$ cat src/rtl/core/rmsmm_pkg.sv
`timescale 1ns / 1ps
`default_nettype none

package rmsmm_pkg;

  // Default sizing of the block.
  localparam int MAX_LENGTH_DEF  = 4096;
  localparam int SAMPLE_BITS_DEF = 16;

  // Fixed field widths.
  localparam int REG_W       = 12;
  localparam int Q8_W        = 24;
  localparam int COUNT_OUT_W = 13;
  localparam int CFG_IDX_W   = 2;
  localparam int FRAC_BITS   = 8;
  localparam int VAR_FRAC    = 16;

  // Configuration register indexes.
  localparam logic [CFG_IDX_W-1:0] CFG_REGION_START = 2'd0;
  localparam logic [CFG_IDX_W-1:0] CFG_REGION_END   = 2'd1;

  // Reset values of the configuration registers.
  localparam logic [REG_W-1:0] REGION_START_RST = 12'h000;
  localparam logic [REG_W-1:0] REGION_END_RST   = 12'hFFF;

  // Sequencer states of the result engine.
  typedef enum logic [2:0] {
    S_IDLE,
    S_MUL_A,
    S_MUL_B,
    S_DIV_MEAN,
    S_DIV_VAR,
    S_SQRT,
    S_DONE
  } back_state_t;

endpackage

`default_nettype wire

$ cat src/rtl/core/rmsmm_if.sv
`timescale 1ns / 1ps
`default_nettype none

// Sample stream channel.
interface rmsmm_in_if #(
  parameter int SAMPLE_BITS = rmsmm_pkg::SAMPLE_BITS_DEF
);
  logic                          valid;
  logic                          ready;
  logic signed [SAMPLE_BITS-1:0] sample;
  logic                          last;

  modport source (output valid, output sample, output last, input ready);
  modport sink   (input valid, input sample, input last, output ready);
endinterface

// Result channel.
interface rmsmm_out_if #(
  parameter int SAMPLE_BITS = rmsmm_pkg::SAMPLE_BITS_DEF
);
  logic                                        valid;
  logic                                        ready;
  logic signed [rmsmm_pkg::Q8_W-1:0]           mean_q8;
  logic        [rmsmm_pkg::Q8_W-1:0]           stddev_q8;
  logic signed [SAMPLE_BITS-1:0]               min_value;
  logic signed [SAMPLE_BITS-1:0]               max_value;
  logic        [rmsmm_pkg::COUNT_OUT_W-1:0]    sample_count;
  logic                                        region_empty;

  modport source (output valid, output mean_q8, output stddev_q8, output min_value,
                  output max_value, output sample_count, output region_empty,
                  input ready);
  modport sink   (input valid, input mean_q8, input stddev_q8, input min_value,
                  input max_value, input sample_count, input region_empty,
                  output ready);
endinterface

// Configuration write channel.
interface rmsmm_cfg_if;
  logic                              valid;
  logic                              ready;
  logic [rmsmm_pkg::CFG_IDX_W-1:0]   index;
  logic [rmsmm_pkg::REG_W-1:0]       data;

  modport source (output valid, output index, output data, input ready);
  modport sink   (input valid, input index, input data, output ready);
endinterface

`default_nettype wire

$ cat src/rtl/core/rmsmm_fifo.sv
`timescale 1ns / 1ps
`default_nettype none

module rmsmm_fifo
  import rmsmm_pkg::*;
#(
  parameter int WIDTH = 8
) (
  input  wire logic             clk,
  input  wire logic             rst_n,
  input  wire logic             push,
  input  wire logic [WIDTH-1:0] push_data,
  output logic                  full,
  input  wire logic             pop,
  output logic [WIDTH-1:0]      pop_data,
  output logic                  empty
);

  // Two-entry queue of finished vector totals.
  logic [WIDTH-1:0] mem_r [2];
  logic             wr_ptr_r, rd_ptr_r;
  logic [1:0]       level_r;

  assign full     = (level_r == 2'd2);
  assign empty    = (level_r == 2'd0);
  assign pop_data = mem_r[rd_ptr_r];

  // Pointer and fill level.
  always_ff @(posedge clk) begin
    if (!rst_n) begin
      wr_ptr_r <= 1'b0;
      rd_ptr_r <= 1'b0;
      level_r  <= 2'd0;
    end else begin
      if (push) wr_ptr_r <= ~wr_ptr_r;
      if (pop)  rd_ptr_r <= ~rd_ptr_r;
      if (push && !pop)      level_r <= level_r + 2'd1;
      else if (pop && !push) level_r <= level_r - 2'd1;
    end
  end

  // Entry storage.
  always_ff @(posedge clk) begin
    if (push) mem_r[wr_ptr_r] <= push_data;
  end

endmodule

`default_nettype wire

$ cat src/rtl/core/rmsmm_front.sv
`timescale 1ns / 1ps
`default_nettype none

module rmsmm_front
  import rmsmm_pkg::*;
#(
  parameter int MAX_LENGTH  = MAX_LENGTH_DEF,
  parameter int SAMPLE_BITS = SAMPLE_BITS_DEF,
  localparam int CW    = $clog2(MAX_LENGTH + 1),
  localparam int SUM_W = SAMPLE_BITS + CW,
  localparam int SQ_W  = 2 * SAMPLE_BITS + CW,
  localparam int JOB_W = SUM_W + SQ_W + CW + 2 * SAMPLE_BITS
) (
  input  wire logic        clk,
  input  wire logic        rst_n,
  rmsmm_in_if.sink         in_chan,
  rmsmm_cfg_if.sink        cfg_chan,
  output logic             push,
  output logic [JOB_W-1:0] push_data,
  input  wire logic        full
);

  localparam int CMP_W = (CW > REG_W) ? CW : REG_W;

  logic [REG_W-1:0]              start_r, end_r;
  logic [CW-1:0]                 pos_r, pos_nxt;
  logic signed [SUM_W-1:0]       sum_r, sum_nxt;
  logic [SQ_W-1:0]               sq_r, sq_nxt;
  logic [CW-1:0]                 cnt_r, cnt_nxt;
  logic signed [SAMPLE_BITS-1:0] min_r, min_nxt, max_r, max_nxt;
  logic                          seen_r, seen_nxt;
  logic                          incl, accept;
  logic signed [2*SAMPLE_BITS-1:0] prod;

  assign cfg_chan.ready = 1'b1;
  assign in_chan.ready  = !full;
  assign accept         = in_chan.valid && !full;

  // Configuration registers.
  always_ff @(posedge clk) begin
    if (!rst_n) begin
      start_r <= REGION_START_RST;
      end_r   <= REGION_END_RST;
    end else if (cfg_chan.valid) begin
      case (cfg_chan.index)
        CFG_REGION_START: start_r <= cfg_chan.data;
        CFG_REGION_END:   end_r   <= cfg_chan.data;
        default: ;
      endcase
    end
  end

  // Region test and running totals including the current sample.
  always_comb begin
    incl = (pos_r < CW'(MAX_LENGTH)) &&
           (CMP_W'(pos_r) >= CMP_W'(start_r)) &&
           (CMP_W'(pos_r) <= CMP_W'(end_r));
    prod     = in_chan.sample * in_chan.sample;
    pos_nxt  = (pos_r < CW'(MAX_LENGTH)) ? pos_r + CW'(1) : pos_r;
    sum_nxt  = sum_r;
    sq_nxt   = sq_r;
    cnt_nxt  = cnt_r;
    min_nxt  = min_r;
    max_nxt  = max_r;
    seen_nxt = seen_r;
    if (incl) begin
      sum_nxt  = sum_r + SUM_W'(in_chan.sample);
      sq_nxt   = sq_r + SQ_W'($unsigned(prod));
      cnt_nxt  = cnt_r + CW'(1);
      min_nxt  = (!seen_r || in_chan.sample < min_r) ? in_chan.sample : min_r;
      max_nxt  = (!seen_r || in_chan.sample > max_r) ? in_chan.sample : max_r;
      seen_nxt = 1'b1;
    end
  end

  assign push      = accept && in_chan.last;
  assign push_data = {sum_nxt, sq_nxt, cnt_nxt, min_nxt, max_nxt};

  // Accumulator update; a vector end clears the totals.
  always_ff @(posedge clk) begin
    if (!rst_n) begin
      pos_r  <= '0;
      sum_r  <= '0;
      sq_r   <= '0;
      cnt_r  <= '0;
      min_r  <= '0;
      max_r  <= '0;
      seen_r <= 1'b0;
    end else if (accept) begin
      if (in_chan.last) begin
        pos_r  <= '0;
        sum_r  <= '0;
        sq_r   <= '0;
        cnt_r  <= '0;
        min_r  <= '0;
        max_r  <= '0;
        seen_r <= 1'b0;
      end else begin
        pos_r  <= pos_nxt;
        sum_r  <= sum_nxt;
        sq_r   <= sq_nxt;
        cnt_r  <= cnt_nxt;
        min_r  <= min_nxt;
        max_r  <= max_nxt;
        seen_r <= seen_nxt;
      end
    end
  end

endmodule

`default_nettype wire

$ cat src/rtl/core/rmsmm_back.sv
`timescale 1ns / 1ps
`default_nettype none

module rmsmm_back
  import rmsmm_pkg::*;
#(
  parameter int MAX_LENGTH  = MAX_LENGTH_DEF,
  parameter int SAMPLE_BITS = SAMPLE_BITS_DEF,
  localparam int CW    = $clog2(MAX_LENGTH + 1),
  localparam int SUM_W = SAMPLE_BITS + CW,
  localparam int SQ_W  = 2 * SAMPLE_BITS + CW,
  localparam int JOB_W = SUM_W + SQ_W + CW + 2 * SAMPLE_BITS
) (
  input  wire logic             clk,
  input  wire logic             rst_n,
  output logic                  pop,
  input  wire logic [JOB_W-1:0] pop_data,
  input  wire logic             empty,
  rmsmm_out_if.source           out_chan
);

  localparam int P_W    = 2 * SUM_W;
  localparam int D_W    = P_W + VAR_FRAC;
  localparam int DEN_W  = 2 * CW;
  localparam int Q_W    = 2 * SAMPLE_BITS + VAR_FRAC;
  localparam int RT_W   = Q_W / 2;
  localparam int STEP_W = $clog2(D_W + 1);

  back_state_t state_r, state_nxt;

  // Fields of the queued vector totals.
  logic signed [SUM_W-1:0]       j_sum;
  logic [SQ_W-1:0]               j_sq;
  logic [CW-1:0]                 j_cnt;
  logic signed [SAMPLE_BITS-1:0] j_min, j_max;
  assign {j_sum, j_sq, j_cnt, j_min, j_max} = pop_data;

  logic [CW-1:0]           cnt_r;
  logic [SUM_W-1:0]        abs_r;
  logic                    neg_r;
  logic [P_W-1:0]          a_r, acc_r, cand_r, acc_add;
  logic [SUM_W-1:0]        plr_r;
  logic [STEP_W-1:0]       step_r;
  logic                    step_last;
  logic [D_W-1:0]          num_r, num_step;
  logic [DEN_W-1:0]        den_r, rem_r, rem_step;
  logic [DEN_W:0]          rem_t;
  logic                    div_ge;
  logic [Q_W-1:0]          rad_r;
  logic [RT_W+1:0]         srem_r, srem_step;
  logic [RT_W+3:0]         srem_t, trial;
  logic                    sq_ge;
  logic [RT_W-1:0]         root_r, root_step;
  logic [D_W:0]            mean_full;
  logic [P_W-1:0]          diff;

  logic signed [Q8_W-1:0]        mean_r;
  logic [Q8_W-1:0]               sd_r;
  logic signed [SAMPLE_BITS-1:0] omin_r, omax_r;
  logic [COUNT_OUT_W-1:0]        ocnt_r;
  logic                          oempty_r;

  // Step counter end for the unit that is running.
  always_comb begin
    case (state_r)
      S_MUL_A, S_MUL_B:      step_last = (step_r == STEP_W'(SUM_W - 1));
      S_DIV_MEAN, S_DIV_VAR: step_last = (step_r == STEP_W'(D_W - 1));
      S_SQRT:                step_last = (step_r == STEP_W'(RT_W - 1));
      default:               step_last = 1'b0;
    endcase
  end

  // One shift-add, one restoring-divide and one root step per cycle.
  always_comb begin
    acc_add   = plr_r[0] ? acc_r + cand_r : acc_r;
    rem_t     = {rem_r, num_r[D_W-1]};
    div_ge    = rem_t >= {1'b0, den_r};
    rem_step  = div_ge ? DEN_W'(rem_t - {1'b0, den_r}) : DEN_W'(rem_t);
    num_step  = {num_r[D_W-2:0], div_ge};
    srem_t    = {srem_r, rad_r[Q_W-1:Q_W-2]};
    trial     = (RT_W+4)'({root_r, 2'b01});
    sq_ge     = srem_t >= trial;
    srem_step = sq_ge ? (RT_W+2)'(srem_t - trial) : (RT_W+2)'(srem_t);
    root_step = {root_r[RT_W-2:0], sq_ge};
    mean_full = neg_r ? -{1'b0, num_step} : {1'b0, num_step};
    diff      = (a_r > acc_add) ? a_r - acc_add : '0;
  end

  // Next state.
  always_comb begin
    state_nxt = state_r;
    case (state_r)
      S_IDLE:     if (!empty) state_nxt = (j_cnt == '0) ? S_DONE : S_MUL_A;
      S_MUL_A:    if (step_last) state_nxt = S_MUL_B;
      S_MUL_B:    if (step_last) state_nxt = S_DIV_MEAN;
      S_DIV_MEAN: if (step_last) state_nxt = S_DIV_VAR;
      S_DIV_VAR:  if (step_last) state_nxt = S_SQRT;
      S_SQRT:     if (step_last) state_nxt = S_DONE;
      S_DONE:     if (out_chan.ready) state_nxt = S_IDLE;
      default:    state_nxt = S_IDLE;
    endcase
  end

  // Handshake outputs.
  always_comb begin
    pop            = (state_r == S_IDLE) && !empty;
    out_chan.valid = (state_r == S_DONE);
  end

  assign out_chan.mean_q8      = mean_r;
  assign out_chan.stddev_q8    = sd_r;
  assign out_chan.min_value    = omin_r;
  assign out_chan.max_value    = omax_r;
  assign out_chan.sample_count = ocnt_r;
  assign out_chan.region_empty = oempty_r;

  always_ff @(posedge clk) begin
    if (!rst_n) state_r <= S_IDLE;
    else        state_r <= state_nxt;
  end

  // Datapath sequence: n*sumsq, sum^2, mean divide, variance divide, root.
  always_ff @(posedge clk) begin
    step_r <= step_last ? '0 : step_r + STEP_W'(1);
    case (state_r)
      S_IDLE: begin
        step_r   <= '0;
        cnt_r    <= j_cnt;
        neg_r    <= j_sum < 0;
        abs_r    <= (j_sum < 0) ? SUM_W'(-j_sum) : SUM_W'(j_sum);
        acc_r    <= '0;
        cand_r   <= P_W'(j_sq);
        plr_r    <= SUM_W'(j_cnt);
        omin_r   <= j_min;
        omax_r   <= j_max;
        ocnt_r   <= COUNT_OUT_W'(j_cnt);
        oempty_r <= (j_cnt == '0);
        mean_r   <= '0;
        sd_r     <= '0;
      end
      S_MUL_A: begin
        acc_r  <= acc_add;
        cand_r <= cand_r << 1;
        plr_r  <= plr_r >> 1;
        if (step_last) begin
          a_r    <= acc_add;
          acc_r  <= '0;
          cand_r <= P_W'(abs_r);
          plr_r  <= abs_r;
        end
      end
      S_MUL_B: begin
        acc_r  <= acc_add;
        cand_r <= cand_r << 1;
        plr_r  <= plr_r >> 1;
        if (step_last) begin
          a_r   <= diff;
          num_r <= D_W'({abs_r, {FRAC_BITS{1'b0}}});
          den_r <= DEN_W'(cnt_r);
          rem_r <= '0;
        end
      end
      S_DIV_MEAN: begin
        num_r <= num_step;
        rem_r <= rem_step;
        if (step_last) begin
          mean_r <= Q8_W'(mean_full);
          num_r  <= {a_r, {VAR_FRAC{1'b0}}};
          den_r  <= cnt_r * cnt_r;
          rem_r  <= '0;
        end
      end
      S_DIV_VAR: begin
        num_r <= num_step;
        rem_r <= rem_step;
        if (step_last) begin
          rad_r  <= num_step[Q_W-1:0];
          srem_r <= '0;
          root_r <= '0;
        end
      end
      S_SQRT: begin
        rad_r  <= rad_r << 2;
        srem_r <= srem_step;
        root_r <= root_step;
        if (step_last) sd_r <= Q8_W'(root_step);
      end
      default: ;
    endcase
  end

endmodule

`default_nettype wire

$ cat src/rtl/core/region_mean_stddev_min_max_core.sv
`timescale 1ns / 1ps
`default_nettype none

// Throughput: one item per cycle while the queue is not full; each vector end costs one pass
// of the iterative result engine (shift-add multiply, restoring divide, bit-pair root), and a
// two-entry queue lets the front keep accepting items while that engine works.
// Reset: synchronous, active low; registers take region 0..4095 and all totals clear.
module region_mean_stddev_min_max_core
  import rmsmm_pkg::*;
#(
  parameter int MAX_LENGTH  = MAX_LENGTH_DEF,
  parameter int SAMPLE_BITS = SAMPLE_BITS_DEF
) (
  input  wire logic   clk,
  input  wire logic   rst_n,
  rmsmm_in_if.sink    in_chan,
  rmsmm_out_if.source out_chan,
  rmsmm_cfg_if.sink   cfg_chan
);

  localparam int CW    = $clog2(MAX_LENGTH + 1);
  localparam int SUM_W = SAMPLE_BITS + CW;
  localparam int SQ_W  = 2 * SAMPLE_BITS + CW;
  localparam int JOB_W = SUM_W + SQ_W + CW + 2 * SAMPLE_BITS;

  logic             push, full, pop, empty;
  logic [JOB_W-1:0] push_data, pop_data;

  // Sample intake and accumulation.
  rmsmm_front #(
    .MAX_LENGTH  (MAX_LENGTH),
    .SAMPLE_BITS (SAMPLE_BITS)
  ) u_front (
    .clk       (clk),
    .rst_n     (rst_n),
    .in_chan   (in_chan),
    .cfg_chan  (cfg_chan),
    .push      (push),
    .push_data (push_data),
    .full      (full)
  );

  // Queue of finished vector totals.
  rmsmm_fifo #(
    .WIDTH (JOB_W)
  ) u_fifo (
    .clk       (clk),
    .rst_n     (rst_n),
    .push      (push),
    .push_data (push_data),
    .full      (full),
    .pop       (pop),
    .pop_data  (pop_data),
    .empty     (empty)
  );

  // Mean, deviation and result register.
  rmsmm_back #(
    .MAX_LENGTH  (MAX_LENGTH),
    .SAMPLE_BITS (SAMPLE_BITS)
  ) u_back (
    .clk      (clk),
    .rst_n    (rst_n),
    .pop      (pop),
    .pop_data (pop_data),
    .empty    (empty),
    .out_chan (out_chan)
  );

endmodule

`default_nettype wire

$ cat src/flat_wrapper.sv
// flat-port wrapper written by rule: the top's interface ports become plain ports
module region_mean_stddev_min_max_core_flat import rmsmm_pkg::*;
#(
  parameter int MAX_LENGTH  = MAX_LENGTH_DEF,
  parameter int SAMPLE_BITS = SAMPLE_BITS_DEF
)
  (clk, rst_n, in_chan_valid, in_chan_sample, in_chan_last, in_chan_ready, out_chan_valid, out_chan_mean_q8, out_chan_stddev_q8, out_chan_min_value, out_chan_max_value, out_chan_sample_count, out_chan_region_empty, out_chan_ready, cfg_chan_valid, cfg_chan_index, cfg_chan_data, cfg_chan_ready);
  rmsmm_in_if #(.SAMPLE_BITS(SAMPLE_BITS)) in_chan_i ();
  rmsmm_out_if #(.SAMPLE_BITS(SAMPLE_BITS)) out_chan_i ();
  rmsmm_cfg_if cfg_chan_i ();
  input  wire logic clk;
  input  wire logic rst_n;
  input wire logic [$bits(in_chan_i.valid)-1:0] in_chan_valid;
  input wire logic [$bits(in_chan_i.sample)-1:0] in_chan_sample;
  input wire logic [$bits(in_chan_i.last)-1:0] in_chan_last;
  output wire logic [$bits(in_chan_i.ready)-1:0] in_chan_ready;
  output wire logic [$bits(out_chan_i.valid)-1:0] out_chan_valid;
  output wire logic [$bits(out_chan_i.mean_q8)-1:0] out_chan_mean_q8;
  output wire logic [$bits(out_chan_i.stddev_q8)-1:0] out_chan_stddev_q8;
  output wire logic [$bits(out_chan_i.min_value)-1:0] out_chan_min_value;
  output wire logic [$bits(out_chan_i.max_value)-1:0] out_chan_max_value;
  output wire logic [$bits(out_chan_i.sample_count)-1:0] out_chan_sample_count;
  output wire logic [$bits(out_chan_i.region_empty)-1:0] out_chan_region_empty;
  input wire logic [$bits(out_chan_i.ready)-1:0] out_chan_ready;
  input wire logic [$bits(cfg_chan_i.valid)-1:0] cfg_chan_valid;
  input wire logic [$bits(cfg_chan_i.index)-1:0] cfg_chan_index;
  input wire logic [$bits(cfg_chan_i.data)-1:0] cfg_chan_data;
  output wire logic [$bits(cfg_chan_i.ready)-1:0] cfg_chan_ready;
  assign in_chan_i.valid = in_chan_valid;
  assign in_chan_i.sample = in_chan_sample;
  assign in_chan_i.last = in_chan_last;
  assign in_chan_ready = in_chan_i.ready;
  assign out_chan_valid = out_chan_i.valid;
  assign out_chan_mean_q8 = out_chan_i.mean_q8;
  assign out_chan_stddev_q8 = out_chan_i.stddev_q8;
  assign out_chan_min_value = out_chan_i.min_value;
  assign out_chan_max_value = out_chan_i.max_value;
  assign out_chan_sample_count = out_chan_i.sample_count;
  assign out_chan_region_empty = out_chan_i.region_empty;
  assign out_chan_i.ready = out_chan_ready;
  assign cfg_chan_i.valid = cfg_chan_valid;
  assign cfg_chan_i.index = cfg_chan_index;
  assign cfg_chan_i.data = cfg_chan_data;
  assign cfg_chan_ready = cfg_chan_i.ready;
  region_mean_stddev_min_max_core #(.MAX_LENGTH(MAX_LENGTH), .SAMPLE_BITS(SAMPLE_BITS)) u_core (.clk(clk), .rst_n(rst_n), .in_chan(in_chan_i), .out_chan(out_chan_i), .cfg_chan(cfg_chan_i));
endmodule
$ cat config.mk
export PLATFORM = sky130hd
export DESIGN_NAME = region_mean_stddev_min_max_core_flat
export DESIGN_NICKNAME = d
export VERILOG_FILES = /design/src/rtl/core/rmsmm_pkg.sv /design/src/rtl/core/rmsmm_if.sv /design/src/rtl/core/rmsmm_fifo.sv /design/src/rtl/core/rmsmm_front.sv /design/src/rtl/core/rmsmm_back.sv /design/src/rtl/core/region_mean_stddev_min_max_core.sv /design/src/flat_wrapper.sv
export SDC_FILE = /design/constraint.sdc
export NUM_CORES = 2
export LEC_CHECK = 0
export ABC_AREA = 1
export BUFFER_PORTS_ARGS = -buffer_cell sky130_fd_sc_hd__buf_2
export CORE_UTILIZATION = 38
export CTS_CLUSTER_SIZE = 10
export DETAILED_ROUTE_END_ITERATION = 8
export GPL_TIMING_DRIVEN = 0
export PLACE_DENSITY_LB_ADDON = 0.3
export SLEW_MARGIN = 10
export SYNTH_ARGS = -nofsm -noshare
export SYNTH_HDL_FRONTEND = slang
export SYNTH_SLANG_ARGS = --single-unit
$ cat constraint.sdc
create_clock -name clk -period 9.7 [get_ports clk]
set_input_delay 0.485 -clock clk [delete_from_list [all_inputs] [get_ports clk]]
set_output_delay 0.485 -clock clk [all_outputs]
set_load 0.1 [all_outputs]
==> impl_metrics.ini <==
[die]
rows = 159
die_area_um2 = 191400
ios = 133
core_area_um2 = 188000
start_util_pct = 38.33
die_x_um = 437.5
dieHeight_um = 437.5

[critical_path]
worst-endpoint-arrival_ns = 9.41
critical_path_class = input pin to register
critPathMaxFanout = 10
slowest_delay_ns = 0.63
r2r_start = u_core.u_back.cand_r[0]
r2r_end = u_core.u_back.a_r[16]
end_kind = register
crit_top_cell = nand2_1
cp.required_ns = 10.04
ff2ff_setup_slack_ns = 3.28
cp_slowest_cell = clkbuf_1
worst-r2r-cell-count = 25
critPathLaunchType = input pin

[cts]
cts_sinks = 961
numCtsBuffers = 115
htreeDepth = 3
cts_root_buffer = clkbuf_16
clk_latency_ns = 0.78
clk_path_buf_depth = 3
path_clk_slew_ns = 0.05
postCtsSetupRepairBufs = 0
tritoncts = yes

[synthesis]
synth_area_um2 = 72070
synth_seq_cells = 961
synth_cell_type_count = 55
ys.flop_type = edfxtp_1
syn-mean-instance-area_um2 = 7.944
synth-edff-count = 789
synthArstFlopShare_pct = 0
netlist_top_cells_area = edfxtp_1, nand2_1, fa_1
synthCells = 9072
yosysTopAreaCell = edfxtp_1
synth_nets = 9894
ys_warn_count = 0
yosysSeqAreaShare_pct = 37.65
synth_top_area_share_pct = 32.88

[placement]
gp_congestion = 0.9711
dpl.hpwl_mm = 188.2
place_area_um2 = 76480
io_buffers = 131
place_ws_ns = -0.1268

[global_route]
grt_pass1_wl_mm = 354.1
grt.overflow.total = 0
antenna_found_initial = 2
track_usage_pct = 23.87
grt_max_degree = 50
first_global_vias = 60916

[detailed_routing]
vias_per_cell = 5.210
drc = 12
first_iter_violations = 5077
routed-via-count = 62191
wl_per_cell_um = 19.39
antenna_left = 0
finalWirelength_mm = 231.5
drtPass1Iterations = 9

[finish]
nets = 10182
fill_cells = 18934
n_antenna_cell = 0
syn_to_final_growth_pct = 11.35
drive_above_1_share_pct = 5.020
final_util_pct = 42.68
final_area_um2 = 80250

[flow_run]
maxCapViolations = 0

[hold_path]
worstHoldStart = in_chan_last
hold_end = u_core.u_front.pos_r[1]
hp-class = input pin to register
hold_path_depth = 4

[timing]
timing.final.crit_share_pct = 93.50
report.final.slew_viol_count = 0
period_needed_ns = 9.069
maxSlewHeadroom_pct = 24.78
clock.fmax_mhz = 110.3
setup_viol = 0
worst_slack_ns = 0.6307
worst_pin_slew_ns = 1.128
hold_violations = 0
rsz0062_at_grt = false
skew_ns = 0.08081

[outcome]
violations = DRC
outcome = finished with violations
-- how the worst max path moves through the flow --
stage	startpoint	end	slack (ns)	depth (start not counted)
3_5_place_dp	in_chan_sample[15]	u_core.u_front.sq_r[44]	-0.13	35
5_1_grt	in_chan_sample[5]	u_core.u_front.sq_r[44]	0.07	36
3_3_place_gp	u_core.u_back.state_r[1]	u_core.u_back.num_r[56]	-3.81	6
2_1_floorplan	u_core.u_back.state_r[2]	u_core.u_back.num_r[0]	0.73	8
4_1_cts	in_chan_sample[15]	u_core.u_fifo.mem_r[1][89]	0.64	32
6_report	in_chan_sample[9]	u_core.u_fifo.mem_r[1][89]	0.63	33
-- synthesized netlist by cell type, types with 53 or more instances --
cell type	instances
dfxtp_1	172
nand4_1	78
xnor2_1	132
nand3_1	487
and2_1	58
nor2_1	783
buf_2	53
nor3_1	82
or2_2	81
o21ai_0	454
ha_1	448
a21oi_1	617
edfxtp_1	789
inv_1	1346
clkbuf_1	176
fa_1	338
xor2_1	86
nand2_1	2476
-- per-layer routing --
metal	part of all wire (%)	vias to the layer above	track usage [%]
met3	5.4	354	2.708
met5	0	-	0
met4	3.9	0	8.865
li1	-	30089	-
met2	46	1852	39.62
met1	44	29896	31.91
-- per-stage QoR --
step	hold slack, ns	setup TNS, ns	std cells
finish	0.09472	0	11937
global route	0.06775	0	11937
CTS	0.02825	0	11937
detailed placement	0.4551	-0.3622	11724
global placement	0.4521	-994.39	11698
floorplan	0.4354	0	9072
-- critical path: cells and delay by family --
family          cells  cell delay (ns)
buf+inv             9             1.88
compound gates      3             0.71
xor+xnor            1             0.23
simple gates       12             2.12
fa+ha+maj           8             3.92
-- sequential cells by signal, summed over array words and instances, names as in the netlist, 26 cells and up, named ones only --
| register | flops |
|---|---|
| u_core.u_back.den_r | 26 |
| u_core.u_back.srem_r | 26 |
| u_core.u_back.plr_r | 29 |
| u_core.u_front.sum_r | 29 |
| u_core.u_front.sq_r | 45 |
| u_core.u_fifo.mem_r | 238 |
| u_core.u_back.rad_r | 48 |
| u_core.u_back.cand_r | 58 |
| u_core.u_back.a_r | 58 |
| u_core.u_back.acc_r | 58 |
| u_core.u_back.abs_r | 29 |
| u_core.u_back.num_r | 74 |
| u_core.u_back.rem_r | 26 |
-- timing repair --
item / 4_1_cts / 5_1_grt
hold endpoints to repair: 21 / 0
setup endpoints to repair: 0 / 1
gates resized for setup: 0 / 1
hold buffers: 14 / 0
-- cell usage in the layout, fill, tap and decap left out, types with 12 or more instances in the layout --
| master | count |
|---|---|
| nand2_1 | 2476 |
| inv_1 | 1345 |
| edfxtp_1 | 789 |
| nor2_1 | 780 |
| a21oi_1 | 615 |
| nand3_1 | 487 |
| o21ai_0 | 450 |
| ha_1 | 448 |
| fa_1 | 338 |
| clkbuf_1 | 225 |
| buf_2 | 183 |
| dfxtp_1 | 172 |
| xnor2_1 | 132 |
| clkbuf_16 | 118 |
| xor2_1 | 86 |
| nor3_1 | 82 |
| or2_2 | 81 |
| nand4_1 | 78 |
| and2_1 | 58 |
| o211ai_1 | 47 |
| a21o_1 | 46 |
| o21bai_1 | 45 |
| o22ai_1 | 37 |
| nand3b_1 | 30 |
| buf_1 | 25 |
| a31oi_1 | 21 |
| o21a_1 | 21 |
| a211oi_1 | 21 |
| a21boi_0 | 20 |
| buf_12 | 17 |
| dlygate4sd3_1 | 14 |
| nor4_1 | 13 |
| a22oi_1 | 12 |
-- layout make-up --
cell class | instances | area, um2 | area share (%)
buffer | 260 | 1065 | 1.327
clock inverter | 24 | 374.1 | 0.4662
multi-input combinational | 6492 | 38840 | 48.40
timing repair buffer | 171 | 1361 | 1.696
sequential | 961 | 27140 | 33.82
clock buffer | 175 | 3247 | 4.046
tap | 2495 | 3122 | 3.890
inverter | 1359 | 5104 | 6.360
-- cells by family after synthesis --
| group | Yosys count | share of synthesized area [%] |
|---|---|---|
| simple gates | 4114 | 23.48 |
| compound gates | 1368 | 10.42 |
| fa+ha+maj | 786 | 17.17 |
| other cells | 1 | 0.005204 |
| xor+xnor | 218 | 2.649 |
| buf+inv | 1619 | 8.556 |
| mux | 5 | 0.06945 |
| flops | 961 | 37.65 |
Power is left out: the tool's default activity adds up to more than one toggle a clock period on the data nets, which glitch-free logic cannot reach.
